## config.mk

```make
export PLATFORM = sky130hd
export DESIGN_NAME = rws_ctrl
export DESIGN_NICKNAME = d
export VERILOG_FILES = /design/src/rtl/assert_macros.svh /design/src/rtl/rws_pkg.sv /design/src/rtl/rws_ctrl.sv
export SDC_FILE = /design/constraint.sdc
export NUM_CORES = 1
export LEC_CHECK = 0
export ABC_CLOCK_PERIOD_IN_PS = 1500
export BUFFER_PORTS_ARGS = -buffer_cell sky130_fd_sc_hd__buf_2
export CAP_MARGIN = 20
export CELL_PAD_IN_SITES_DETAIL_PLACEMENT = 0
export CELL_PAD_IN_SITES_GLOBAL_PLACEMENT = 1
export CORE_AREA = 2 2 46 48
export CTS_BUF_LIST = sky130_fd_sc_hd__clkbuf_4
export CTS_CLUSTER_DIAMETER = 40
export DETAILED_ROUTE_END_ITERATION = 6
export DIE_AREA = 0 0 48 50
export GPL_ROUTABILITY_DRIVEN = 0
export HOLD_SLACK_MARGIN = 0.1
export PLACE_DENSITY_LB_ADDON = 0.1
export SETUP_SLACK_MARGIN = 0.5
export SYNTH_ARGS = -nofsm -noshare
export SYNTH_HDL_FRONTEND = slang
export SYNTH_SLANG_ARGS = --single-unit
export TNS_END_PERCENT = 10
```

## constraint.sdc

```tcl
create_clock -name clk_i -period 1.5 [get_ports clk_i]
set_input_delay 0 -clock clk_i [delete_from_list [all_inputs] [get_ports clk_i]]
set_output_delay 0 -clock clk_i [all_outputs]
set_load 0.05 [all_outputs]
```

## src/rtl/assert_macros.svh

```systemverilog
// Assertion macros used by the top-level RTL file.
`ifndef ASSERT_MACROS_SVH
`define ASSERT_MACROS_SVH

// Implication checked on every clock edge outside reset.
`define ASSERT_IMPL(label, clk, rst_n, pre, post) \
  label: assert property (@(posedge clk) disable iff (!rst_n) (pre) |-> (post)) \
    else $error("assertion failed");

// Next-cycle implication checked outside reset.
`define ASSERT_NEXT(label, clk, rst_n, pre, post) \
  label: assert property (@(posedge clk) disable iff (!rst_n) (pre) |=> (post)) \
    else $error("assertion failed");

`endif

```

## src/rtl/rws_pkg.sv

```systemverilog
// Package with constants, types and state codes of the roulette wheel selector.
`default_nettype none
package rws_pkg;
  localparam int unsigned PopSizeMax = 1024;
  localparam int unsigned IdxW = $clog2(PopSizeMax);
  localparam int unsigned CntW = IdxW + 1;
  localparam int unsigned FitW = 32;
  localparam int unsigned SumW = 42;
  localparam logic [SumW-1:0] SumMax = {SumW{1'b1}};

  localparam logic [1:0] StOk = 2'd0;
  localparam logic [1:0] StNotReady = 2'd1;
  localparam logic [1:0] StZeroFit = 2'd2;
  localparam logic [1:0] StSmallTot = 2'd3;

  typedef enum logic [3:0] {
    S_IDLE, S_LOAD, S_BRD_LAST, S_BRD_F, S_DIV, S_ACC, S_FIN,
    S_TOT_RD, S_TOT, S_MOD, S_SRCH_RD, S_SRCH, S_OUT
  } state_e;

  typedef struct packed {
    logic store_fit;     // write fitness at count
    logic clear_pop;     // start a new population
    logic rd_fit_last;   // read last fitness
    logic cap_last;
    logic div_start;
    logic acc_write;     // accumulate and store prefix sum
    logic finish_build;
    logic rd_total;
    logic mod_start;
    logic srch_init;
    logic srch_step;
    logic out_draw;
    logic out_load;
    logic out_notready;
  } cmd_t;

  typedef struct packed {
    logic div_done;
    logic mod_done;
    logic build_last;    // build index at final entry
    logic srch_done;     // lo >= hi
    logic ready;
    logic err_nz;
    logic count_full;    // count reached the store size
  } sts_t;
endpackage
`default_nettype wire

```

## src/rtl/rws_ctrl.sv

```systemverilog
// Controller state machine of the roulette wheel selector.
`default_nettype none
module rws_ctrl (
  input  wire logic           clk_i,
  input  wire logic           rst_ni,
  input  wire logic           in_valid,
  output logic                in_ready,
  input  wire logic           op_i,
  input  wire logic           last_entry_i,
  output logic                out_valid,
  input  wire logic           out_ready,
  input  wire rws_pkg::sts_t  sts_i,
  output rws_pkg::cmd_t       cmd_o
);
  import rws_pkg::*;
  state_e state_q, state_d;
  logic last_q;

  // State register and last-entry mark.
  always_ff @(posedge clk_i or negedge rst_ni) begin
    if (!rst_ni) begin
      state_q <= S_IDLE;
      last_q <= 1'b0;
    end else begin
      state_q <= state_d;
      if (state_q == S_IDLE && in_valid) last_q <= last_entry_i;
    end
  end

  // Next state and commands.
  always_comb begin
    state_d = state_q;
    cmd_o = '0;
    in_ready = 1'b0;
    out_valid = 1'b0;
    case (state_q)
      S_IDLE: begin
        in_ready = 1'b1;
        if (in_valid) begin
          if (!op_i) begin
            cmd_o.store_fit = 1'b1;
            cmd_o.clear_pop = sts_i.ready | sts_i.count_full;
            state_d = S_LOAD;
          end else if (!sts_i.ready) begin
            cmd_o.out_notready = 1'b1;
            state_d = S_OUT;
          end else if (sts_i.err_nz) begin
            cmd_o.out_draw = 1'b1;
            state_d = S_OUT;
          end else begin
            cmd_o.rd_total = 1'b1;
            state_d = S_TOT;
          end
        end
      end
      S_LOAD: begin
        if (last_q || sts_i.count_full) begin
          cmd_o.rd_fit_last = 1'b1;
          state_d = S_BRD_LAST;
        end else begin
          cmd_o.out_load = 1'b1;
          state_d = S_OUT;
        end
      end
      S_BRD_LAST: begin
        cmd_o.cap_last = 1'b1;
        state_d = S_BRD_F;
      end
      // The fitness at the build index is read in this cycle.
      S_BRD_F: begin
        state_d = S_DIV;
      end
      S_DIV: begin
        cmd_o.div_start = 1'b1;
        state_d = S_ACC;
      end
      S_ACC: begin
        if (sts_i.div_done) begin
          cmd_o.acc_write = 1'b1;
          state_d = sts_i.build_last ? S_FIN : S_BRD_F;
        end
      end
      S_FIN: begin
        cmd_o.finish_build = 1'b1;
        state_d = S_TOT_RD;
      end
      S_TOT_RD: begin
        cmd_o.out_load = 1'b1;
        state_d = S_OUT;
      end
      S_TOT: begin
        cmd_o.mod_start = 1'b1;
        state_d = S_MOD;
      end
      S_MOD: begin
        if (sts_i.mod_done) begin
          cmd_o.srch_init = 1'b1;
          state_d = S_SRCH_RD;
        end
      end
      S_SRCH_RD: begin
        if (sts_i.srch_done) begin
          cmd_o.out_draw = 1'b1;
          state_d = S_OUT;
        end else begin
          state_d = S_SRCH;
        end
      end
      S_SRCH: begin
        cmd_o.srch_step = 1'b1;
        state_d = S_SRCH_RD;
      end
      S_OUT: begin
        out_valid = 1'b1;
        if (out_ready) state_d = S_IDLE;
      end
      default: state_d = S_IDLE;
    endcase
  end
endmodule
`default_nettype wire

```

=== Yosys cells after proc, flatten, opt, wreduce, memory -nomap -nowiden ===
Cells that the tools add are included.

* Eq/ne operators: 16
* Mux-type cells: 44
* Bitwise gates (word level): 1
* Reduce and logical (&&, ||, !) cells: 4

{| class="wikitable"
|+ Operators with widths
! cell !! count
|-
| 4-bit case mux with 13 select lines || 1
|-
| 1-bit 2-to-1 mux || 28
|-
| 4-bit 2-to-1 mux || 7
|-
| 4-bit equality test, second input constant || 5
|-
| 4-bit by 3-bit equality test with 1-bit output, second input constant || 4
|-
| 3-bit 2-to-1 mux || 3
|-
| 4-bit by 2-bit equality test with 1-bit output, second input constant || 2
|-
| 2-bit != test, second input constant || 4
|-
| 2-bit 2-to-1 mux || 3
|-
| 4-bit by 1-bit equality test with 1-bit output, second input constant || 1
|-
| 4-bit zero test || 1
|-
| 1-bit case mux with 2 select lines || 2
|-
| 4-bit AND reduction || 1
|-
| 1-bit logical AND || 1
|-
| 1-bit logical OR || 1
|-
| 1-bit bitwise OR || 1
|}

* Register bits: 5
* Input bits: 13
* Logic and storage cells: 67

=== Longest topological paths before layout ===
Gate-level depths: netlist of the first run.

* Depth after elaboration: 5
* Gate-level depth with buffers: 7
* Mapped depth without buffers: 6

=== Worst setup path before layout of the first run ===
No wires, ideal clock.

* Path type: reg-to-output
* From: reg state_q[3]
* To: out cmd_o[11] (netlist name)
* Arrival time: 2.196 ns
* Slack: -0.696 ns
* Cell stages (with the launch flop): 4
* Path buffers: 2
* Cell sequence: dfrtp_1 -> buf_6 -> buf_2 -> nor4_1

{| class="wikitable"
|+ RTL lines
! element !! line !! source
|-
| start: declaration || rws_ctrl.sv:16 || <nowiki>state_e state_q, state_d;</nowiki>
|-
| start signal: assignment || rws_ctrl.sv:25 || <nowiki>state_q <= state_d;</nowiki>
|-
| end: declaration || rws_ctrl.sv:13 || <nowiki>output rws_pkg::cmd_t cmd_o</nowiki>
|}

=== Worst setup path after layout of the first run ===
* From: reg state_q[2]
* To: reg state_q[2]

* Cells in the longest elaborated chain, start to end: 3
* Elaborated cells on any way between the ends: 19
* Those cells by class: eq/ne: 16; mux: 1; reduce/logical: 2

{| class="wikitable"
|+ RTL lines
! element !! line !! source
|-
| 4-bit by 3-bit equality test with 1-bit output, or another cell as far along || rws_ctrl.sv:36 || <nowiki>case (state_q)</nowiki>
|-
| 2-bit != test (no source line) || n/a ||
|-
| 4-bit AND reduction (no source line) || n/a ||
|}

Several ways; a longest one is shown, not always the timed one.
A chain may end at the register's enable or synchronous reset.

==> results of run 1 <==
-- cell type report --
cell class	instances	area [um2]
inverter	2	7.51
fill	171	701
clock buffer	4	30.0
timing repair buffer	57	485
sequential	5	130
tap	27	33.8
multi-input combinational	65	514
-- path summary, 6_finish.rpt --
| check | endpoint | slack (ns) | cells past startpoint |
|---|---|---|---|
| min reg2reg | last_q | 0.60 | 1 |
| max | state_q[2] | -0.06 | 5 |
| min | state_q[3] | 0.12 | 3 |
| min in group asynchronous | last_q | 0.64 | 3 |
| max in group asynchronous | state_q[3] | 0.68 | 3 |
| max reg2reg | state_q[2] | -0.06 | 5 |
-- cell usage after synthesis, types with 2 or more instances --
cell      instances  area share [%]
buf_6             3             5.7
a21oi_1           4             3.4
nand3_1           3             2.5
nor4_1            2             2.1
a22oi_1           2             2.5
nor2b_1           3             3.2
dfrtp_1           5              21
nand2_1           5             3.2
a31oi_1           2             2.1
o21ai_0           5             4.2
nor2_1            9             5.7
nor3_1            5             4.2
buf_2             2             1.7
nand2b_1          5             5.3
nor3b_1           2             2.5
-- routing by layer --
metal	wire [um]	part of all wire (%)	track usage [%]
met4	0	0	5.41
met3	125	5.8	3.66
met1	904	42	25.4
met5	0	0	0
met2	1110	52	27.8
-- through the flow --
stage	TNS [ns]	util, %
3_3_place_gp	0	45.6
6_report	-0.113	63.2
5_1_grt	-0.574	63.2
2_1_floorplan	-0.141	-
4_1_cts	-0.0539	56.6
3_5_place_dp	0	45.6
-- timing repair --
action	4_1_cts	5_1_grt
hold buffers	4	0
buffers inserted	4	13
endpoints found under the setup margin	21	21
resized for setup	36	7
gates cloned	0	0
pin swaps	9	9
endpoints found under the hold margin	6	0
-- flip-flops by register name (all words and copies together) (netlist names) --
name / flops
last_q: 1
state_q: 4
-- power by group through the flow --
stage	Sequential, mW	Combinational (mW)	Clock (mW)
floorplan	0.278	1.23	0
global placement	0.384	1.50	0
detailed placement	0.381	1.50	0
CTS	0.362	1.79	0.180
global route	0.365	2.27	0.196
finish	0.351	2.14	0.179
-- cells by family (layout without fill, tap and decap cells) --
family	count (synthesis)	count (layout)	synth area share, %
buf+inv	8	63	9.98
mux	2	2	3.82
flops	5	5	21.2
simple gates	43	43	42.3
compound gates	20	20	22.7
-- worst max-delay path, cell delays in order, from the launching register on --
cell and delay, ns:
dfrtp_2 0.43, buf_12 0.14, buf_4 0.14, o32ai_1 0.28, o311ai_1 0.15, mux2_1 0.30
==> metrics.txt, run 1 <==
CTS clock-pin slew for the worst setup and hold paths 0.04 ns; Die Area 2400 um2; Clock Skews 0.00338 ns; commonest cells after routing, fill and taps aside buf_4, buf_2, buf_6; asr flop ratio synth 100%; Hold WS 0.116 ns; Sw Ratio 49.2%; Critical path origin state_q[2]; initial antenna violation count 0; Cell Area, Placed 867 um2; PwrDens 2220 nW/um2; yosys synthesis warning count 0; startpoint type of the worst setup path register; min Tclk post-route between 1.5 and 2 ns; maxcap violations 0; LEAKAGE 0.523 nW; CTS buffer count 3; syn_nets 91; # diodes 0; total power 2.67 mW; Placed Cells between 100 and 150; Core Area 1900 um2; fraction of layout cells with a size suffix above 1 between 60% and 70%; prevailing post-synth register cell dfrtp_1; Via-to-Cell Ratio 5.07; Final Max Slew Viols 0; Num Clock Sinks 5; combinational share of power between 80% and 90%; Clock Tree Buf Depth 2; die height about 50 um; vias in the first global route 709; Antenna Nets Post-Route 0; Worst Path Required 1.62 ns; HPWL after DPL 1.30 mm; unrepaired setup endpoints after global routing yes; Remaining DRCs 0; hold crit path type in2reg; Seq/Total Area, Yosys 21.2%; Yosys reg bits 5; largest net degree at the start of global routing 17; cells after synthesis between 70 and 80; DRT Wirelength roughly 2.1 mm; Initial Utilization 31.0%; # setup viols final 3; failing checks setup timing; root buffer cell clkbuf_4; Critical Path Sink Type register; GRT overflow 0; final worst path period share 104%; final hold violation count 0; internal power 1.35 mW; CP max FO 5; Rel. slew slack 75.8%; Cell Area, Synth 589 um2; Total Routing Usage GR 18.3%; outcome finished, violations left; drt wl/cell 13.4 um; Avg Inst Size Synth 7.56 um2; P_sw 1.31 mW; clock network power share 6.7%; Place WS 0.0198 ns; commonest non-fill, non-tap cell in the layout buf_4; I/O Buffers 28; Worst-Margin Slew 0.361 ns; f_max 640 MHz; DRT Pass-1 Iters 4; htree depth 1; Synth cell types 36; first-pass GRT wire length around 3.1 mm; CTS tree built; final net count around 150; Crit Reg-Reg Startpoint state_q[2]; Die X 48 um; via count a little over 800; Setup WS post-layout -0.0615 ns; VDD IR max about 1.2 mV; Post-Layout Cell Count 160; clock latency on the worst-skew pair 0.24 ns; EDFF count, synth 0; WP data arrival 1.68 ns; Seq pwr share a little over an eighth; number of placed I/O pins 29; num rows 16; Layout area overhead 104%; Design Area, Final 1200 um2; Hold Startpoint out_ready; Setup CP Type reg2reg; Iteration-0 DRC Markers 11
Note: power is estimated with default switching activity, not from simulation.
==> inputs of run 2 (changes only) <==
--- a/config.mk
+++ b/config.mk
@@ -10,11 +10,11 @@
 export CAP_MARGIN = 20
 export CELL_PAD_IN_SITES_DETAIL_PLACEMENT = 0
 export CELL_PAD_IN_SITES_GLOBAL_PLACEMENT = 1
-export CORE_AREA = 2 2 46 48
+export CORE_AREA = 2 2 53 43
 export CTS_BUF_LIST = sky130_fd_sc_hd__clkbuf_4
 export CTS_CLUSTER_DIAMETER = 40
 export DETAILED_ROUTE_END_ITERATION = 6
-export DIE_AREA = 0 0 48 50
+export DIE_AREA = 0 0 55 45
 export GPL_ROUTABILITY_DRIVEN = 0
 export HOLD_SLACK_MARGIN = 0.1
 export PLACE_DENSITY_LB_ADDON = 0.1
==> run 2 against run 1 <==
Effect of this change: the flow still finishes with violations (setup timing); cell count is 7.5% lower; global-route usage is 0.11 points lower; clock power hardly changed; cell area is 1.4% higher; die area is 3.1% higher; total power is 2.8% higher; flip-flop and latch count stayed put; first-iteration DRC count is 130% higher; register-to-register slack better by 0.07 ns; critical path depth is 1 lower; non-clock buffer count is 9 lower; hold slack better by 0.011 ns; critical path type is now reg2out; highest routed layer unchanged.
==> metrics.txt, run 2 (synthesis results as in run 1) <==
outcome finished, violations left; failing checks setup timing; Setup CP Type reg2out; Place WS -0.0186 ns (-0.0384 ns); Critical-path top delay cell dfrtp_2; Worst-Margin Slew 0.292 ns (-0.0695 ns); via count 761 (-6.2%); Die Area 2480 um2 (+3.1%); num rows 14 (-2); Critical Path Sink Type primary output; final net count 138 (-6.1%); Antenna Nets Post-Route 0 (unchanged); Critical Path Max Stage Delay 0.48 ns (+0.05 ns); DRT Pass-1 Iters 7 (+3); fraction of layout cells with a size suffix above 1 66.1% (+1.5 points); worst path cell trace nor4_4, a21oi_2, nor3b_4, buf_6; storage element area 130 um2 (unchanged); I/O Buffers 28 (unchanged); DRT Wirelength 2.11 mm (-1.7%); vias in the first global route 709 (unchanged); CTS tree built; VDD IR max 1.41 mV (+13%); commonest non-fill, non-tap cell in the layout buf_4; Multi-input gate area 574 um2 (+12%); htree depth 1 (unchanged); unrepaired setup endpoints after global routing yes; Final Max Slew Viols 0 (unchanged); Biggest register state_q; Remaining DRCs 0 (unchanged); HPWL after DPL 1.43 mm (+9.7%); CP max FO 6 (+1); Setup WS post-layout -0.00354 ns (+0.0579 ns); Total Routing Usage GR 18.2% (-0.11 points); drt wl/cell 14.2 um (+6.2%); WP data arrival 1.50 ns (-0.18 ns); largest net degree at the start of global routing 12 (-5); min Tclk post-route 1.50 ns (-0.0579 ns); Final Util 63.2% (about the same); initial antenna violation count 0 (unchanged); startpoint type of the worst setup path register; Top Registers state_q x4, last_q x1; root buffer cell clkbuf_4; CTS buffer count 3 (unchanged); # setup viols final 1 (-2); GRT overflow 0 (unchanged); clock latency on the worst-skew pair 0.24 ns (about the same); Layout area overhead 107%; CTS clock-pin slew for the worst setup and hold paths 0.04 ns (about the same); # diodes 0 (unchanged); commonest cells after routing, fill and taps aside buf_4, buf_2, buf_6; PwrDens 2250 nW/um2 (+1.4%); LEAKAGE 0.512 nW (-2.1%); die height 45 um (-10%); Iteration-0 DRC Markers 25 (+14); number of flip-flops in the largest register 4 (unchanged); maxcap violations 0 (unchanged); Clock Skews 0.00120 ns (-0.00218 ns); Clock Tree Buf Depth 2 (unchanged); Core Area 1930 um2 (+1.3%); number of placed I/O pins 29 (unchanged); final worst path period share 100% (-3.9 points); Via-to-Cell Ratio 5.14 (+1.4%); first-pass GRT wire length 3.25 mm (+3.7%); f_max 665 MHz (+3.9%); Fillers 154 (-9.9%); Worst Path Required 1.50 ns (-0.12 ns); final hold violation count 0 (unchanged); Initial Utilization 30.6% (-0.40 points); Die X 55 um (+15%); Num Clock Sinks 5 (unchanged); hold crit path type in2reg; Rel. slew slack 80.3% (+4.4 points)
run 2: cell types whose count changed in the layout (fill, tap and decap cells not counted), moves of 2 or more:
cell      delta
nand2_1      -2
nor3_2       -2
buf_4       -11
buf_8        +4
nand2b_4     +3
nor3_4       +2
nor2_2       -2
nor2_4       +2
nand2b_1     -3
run 2: cell type report:
| type | count | area share, % |
|---|---|---|
| Clock buffer | 4 | 2.47 |
| Inverter | 2 | 0.617 |
| Multi-Input combinational cell | 65 | 47.2 |
| Sequential cell | 5 | 10.7 |
| Tap cell | 24 | 2.47 |
| Timing Repair Buffer | 48 | 36.6 |
run 2: final timing paths:
kind                            start    endpoint  slack [ns]  cells past startpoint
max in group asynchronous      rst_ni  state_q[3]        0.63                      3
hold / removal               sts_i[3]  state_q[1]        0.13                      4
setup reg to reg           state_q[2]  state_q[2]        0.01                      5
min in group asynchronous      rst_ni  state_q[2]        0.67                      3
hold reg to reg                last_q      last_q        0.62                      1
setup / recovery           state_q[1]    cmd_o[1]      -0.004                      4
run 2: metal layers:
layer | GRT usage [%] | part of all wire, % | vias up
met2 | 26.0 | 45 | 25
met5 | 0 | 0 | -
met1 | 28.0 | 50 | 362
li1 | - | - | 374
met4 | 4.39 | 0 | 0
met3 | 3.31 | 5.6 | 0
run 2: where the power goes:
part           switching (mW)  internal (mW)  total, mW
registers               0.176          0.215      0.391
logic                    1.17           1.01       2.17
clock network          0.0573          0.119      0.176
total                    1.40           1.34       2.74
run 2: timing repair:
item,CTS,global route
hold buffers,3,0
pin swaps,15,5
setup buffers,6,0
gates resized for setup,58,7
setup endpoints to repair,21,21
cloned,0,0
endpoints found under the hold margin,6,0
run 2: metrics by stage:
step / hold slack [ns] / area (um2) / std cells / total power, mW / TNS (ns)
6_report: 0.127 / 1220 / 148 / 2.74 / -0.00354
3_5_place_dp: -0.181 / 873 / 135 / 1.90 / -0.0186
3_3_place_gp: -0.181 / 873 / 135 / 1.91 / 0
4_1_cts: 0.117 / 1190 / 148 / 2.65 / -0.0110
2_1_floorplan: -0.296 / 659 / 78 / 1.50 / -0.141
5_1_grt: 0.155 / 1220 / 148 / 2.89 / -0.445
run 2: critical path, delay by kind of cell (launching register included):
family / cells / cell delay, ns
compound gates: 1 / 0.07
buf+inv: 1 / 0.19
flops: 1 / 0.48
simple gates: 2 / 0.53
==> inputs of run 3 (changes only) <==
--- a/config.mk
+++ b/config.mk
@@ -5,16 +5,17 @@
 export SDC_FILE = /design/constraint.sdc
 export NUM_CORES = 1
 export LEC_CHECK = 0
-export ABC_CLOCK_PERIOD_IN_PS = 1500
+export ABC_AREA = 1
+export ABC_CLOCK_PERIOD_IN_PS = 1800
 export BUFFER_PORTS_ARGS = -buffer_cell sky130_fd_sc_hd__buf_2
 export CAP_MARGIN = 20
 export CELL_PAD_IN_SITES_DETAIL_PLACEMENT = 0
 export CELL_PAD_IN_SITES_GLOBAL_PLACEMENT = 1
-export CORE_AREA = 2 2 53 43
+export CORE_AREA = 2 2 52 42
 export CTS_BUF_LIST = sky130_fd_sc_hd__clkbuf_4
 export CTS_CLUSTER_DIAMETER = 40
 export DETAILED_ROUTE_END_ITERATION = 6
-export DIE_AREA = 0 0 55 45
+export DIE_AREA = 0 0 54 44
 export GPL_ROUTABILITY_DRIVEN = 0
 export HOLD_SLACK_MARGIN = 0.1
 export PLACE_DENSITY_LB_ADDON = 0.1
==> constraint.sdc (replaced) <==
create_clock -name clk_i -period 1.8 [get_ports clk_i]
set_input_delay 0 -clock clk_i [delete_from_list [all_inputs] [get_ports clk_i]]
set_output_delay 0 -clock clk_i [all_outputs]
set_load 0.05 [all_outputs]
==> run 3 against run 2 <==
Effect of this change: the run now ends clean; first-iteration DRC count decreased by 32%; core utilization decreased by 11 points; critical path depth increased by 2; via count increased by 3.9%; largest power group unchanged; register-to-register slack improved by 0.43 ns; synthesized cell count increased by 31%; sequential share of layout area increased by 2.4 points; global-route usage increased by 0.47 points; die area decreased by 4.0%; clock power decreased by 16%; critical endpoint is now cmd_o[6]; setup slack improved by 0.37 ns.
==> metrics.txt, run 3 <==
outcome complete, no violations; clock latency on the worst-skew pair 0.25 ns (about the same); vias in the first global route 781 (+10%); CP max FO 4 (-2); Antenna Nets Post-Route 0 (unchanged); die height 44 um (-2.2%); met1 Usage GRT 22.6% (-5.4 points); Yosys reg bits 5 (unchanged); WP data arrival 1.43 ns (-0.07 ns); syn_nets 115 (+26%); Worst Path Required 1.80 ns (+0.30 ns); met2 Usage GRT 32.2% (+6.2 points); Clock Tree Buf Depth 2 (unchanged); Multi-input gate area 440 um2 (-23%); Yosys top cell by area dfrtp_1; num rows 14 (unchanged); maxcap violations 0 (unchanged); GRT overflow 0 (unchanged); htree depth 1 (unchanged); # diodes 0 (unchanged); # setup viols final 0 (-1); Clock Skews 0.00275 ns (+0.00155 ns); Worst-Margin Slew 0.264 ns (-0.0273 ns); prevailing post-synth register cell dfrtp_1; Biggest register state_q; Cell Area, Synth 556 um2 (-5.7%); startpoint type of the worst setup path register; met3 capacity usage during global routing 5.17% (+1.9 points); Top Registers state_q x4, last_q x1; CTS buffer count 3 (unchanged); DRT Wirelength 1.89 mm (-10%); HPWL after DPL 1.50 mm (+5.3%); final hold violation count 0 (unchanged); first-pass GRT wire length 3.25 mm (unchanged); I/O Buffers 28 (unchanged); EDFF count, synth 0 (unchanged); Synth cell types 16 (-56%); Critical Path Max Stage Delay 0.44 ns (-0.04 ns); largest net degree at the start of global routing 7 (-5); yosys synthesis warning count 0 (unchanged); Via-to-Cell Ratio 4.63 (-10%); drt wl/cell 11.0 um (-22%); cells after synthesis 102 (+31%); commonest cells after routing, fill and taps aside nand2_1, buf_2, inv_1, buf_4, nand3_1; Core Area 1890 um2 (-1.8%); total power 1.68 mW (-39%); commonest cells in the netlist nand2_1, inv_1, nor2_1; most numerous cell in the Yosys netlist nand2_1; Rel. slew slack 82.3% (+2.1 points); DRT Pass-1 Iters 4 (-3); Hold WS 0.153 ns (+0.0257 ns); Die X 54 um (-1.8%); Critical Path Sink Type primary output; Layout area overhead 78.8%; commonest non-fill, non-tap cell in the layout nand2_1; Critical-path top delay cell dfrtp_2; f_max 698 MHz; Remaining DRCs 0 (unchanged); hold crit path type in2reg; Initial Utilization 29.4% (-1.2 points); number of placed I/O pins 29 (unchanged); unrepaired setup endpoints after global routing yes; VDD IR max 0.752 mV (-46%); Seq/Total Area, Yosys 22.5% (+1.3 points); final net count 161 (+17%); number of flip-flops in the largest register 4 (unchanged); post-synth top area share 22.5% (+1.3 points); Avg Inst Size Synth 5.45 um2 (-28%); PwrDens 1690 nW/um2 (-25%); Fillers 209 (+36%); Num Clock Sinks 5 (unchanged); CTS clock-pin slew for the worst setup and hold paths 0.05 ns (about the same); LEAKAGE 0.571 nW (+12%); synth top area cells dfrtp_1, nand2_1, nand3_1; Setup CP Type reg2out; Setup TNS 0 ns (+0.00354 ns); asr flop ratio synth 100% (unchanged); final worst path period share around 80%; root buffer cell clkbuf_4; Total Routing Usage GR 18.6% (+0.47 points); Final Max Slew Viols 0 (unchanged); Die Area 2380 um2 (-4.0%); fraction of layout cells with a size suffix above 1 49.0% (-17 points); CTS tree built; GR peak layer met2; storage element area 130 um2 (unchanged); worst path cell trace nor2_4, nand2_4, inv_6, nand3_4, nor3_4, buf_6; via count 791 (+3.9%); Iteration-0 DRC Markers 17 (-32%); initial antenna violation count 0 (unchanged); min Tclk post-route 1.43 ns
==> run 3: stage by stage <==
stage | worst slack [ns] | util [%] | instance area [um2] | instances
after floorplan | 0.237 | - | 619 | 102
after global placement | 0.314 | 41.7 | 790 | 154
after detailed placement | 0.239 | 41.7 | 790 | 154
after CTS | 0.350 | 51.1 | 966 | 168
after global routing | 0.286 | 52.5 | 993 | 171
final | 0.367 | 52.5 | 993 | 171
==> run 3: worst max-delay path: cells and delay by family, from the launching register on <==
family	cells	cell delay [ns]
simple gates	4	0.51
flops	1	0.44
buf+inv	2	0.25
==> run 3: layout make-up <==
type | count | share of cell area (%)
inverters | 21 | 8.44
flip-flops and latches | 5 | 13.1
repair buffers | 41 | 28.1
well taps | 24 | 3.02
clock buffers | 4 | 3.02
multi-input cells | 76 | 44.3
==> run 3: worst paths after layout <==
check                                 from          to  slack [ns]  cells past startpoint
worst max-delay path            state_q[3]    cmd_o[6]        0.37                      6
worst min-delay path              sts_i[3]  state_q[1]        0.15                      6
worst min register to register      last_q      last_q        0.51                      2
worst max register to register  state_q[2]  state_q[3]        0.44                      8
min in group asynchronous           rst_ni  state_q[0]        0.68                      3
max in group asynchronous           rst_ni  state_q[3]        0.89                      3
==> run 3: per-layer routing <==
metal / up-vias / wire length (um)
li1: 408 / -
met1: 341 / 777
met2: 40 / 923
met3: 2 / 173
met4: 0 / 15
met5: - / 0
==> run 3: power breakdown <==
group | total, mW | switching, mW | internal, mW
sequential | 0.263 | 0.0864 | 0.177
combinational | 1.27 | 0.844 | 0.424
clock | 0.148 | 0.0491 | 0.0990
total | 1.68 | 0.980 | 0.700
==> run 3: logic make-up after synthesis <==
| logic type | share of synthesized area (%) |
|---|---|
| buffers and inverters | 14.2 |
| AOI/OAI and AO/OA | 9.23 |
| and+or+nand+nor | 54.1 |
| DFF | 22.5 |
==> run 3: repair_timing <==
action,4_1_cts,5_1_grt
setup endpoints to repair,19,20
hold endpoints to repair,6,0
pin swaps,4,1
buffers inserted,6,3
hold buffers,4,0
gates resized for setup,22,2
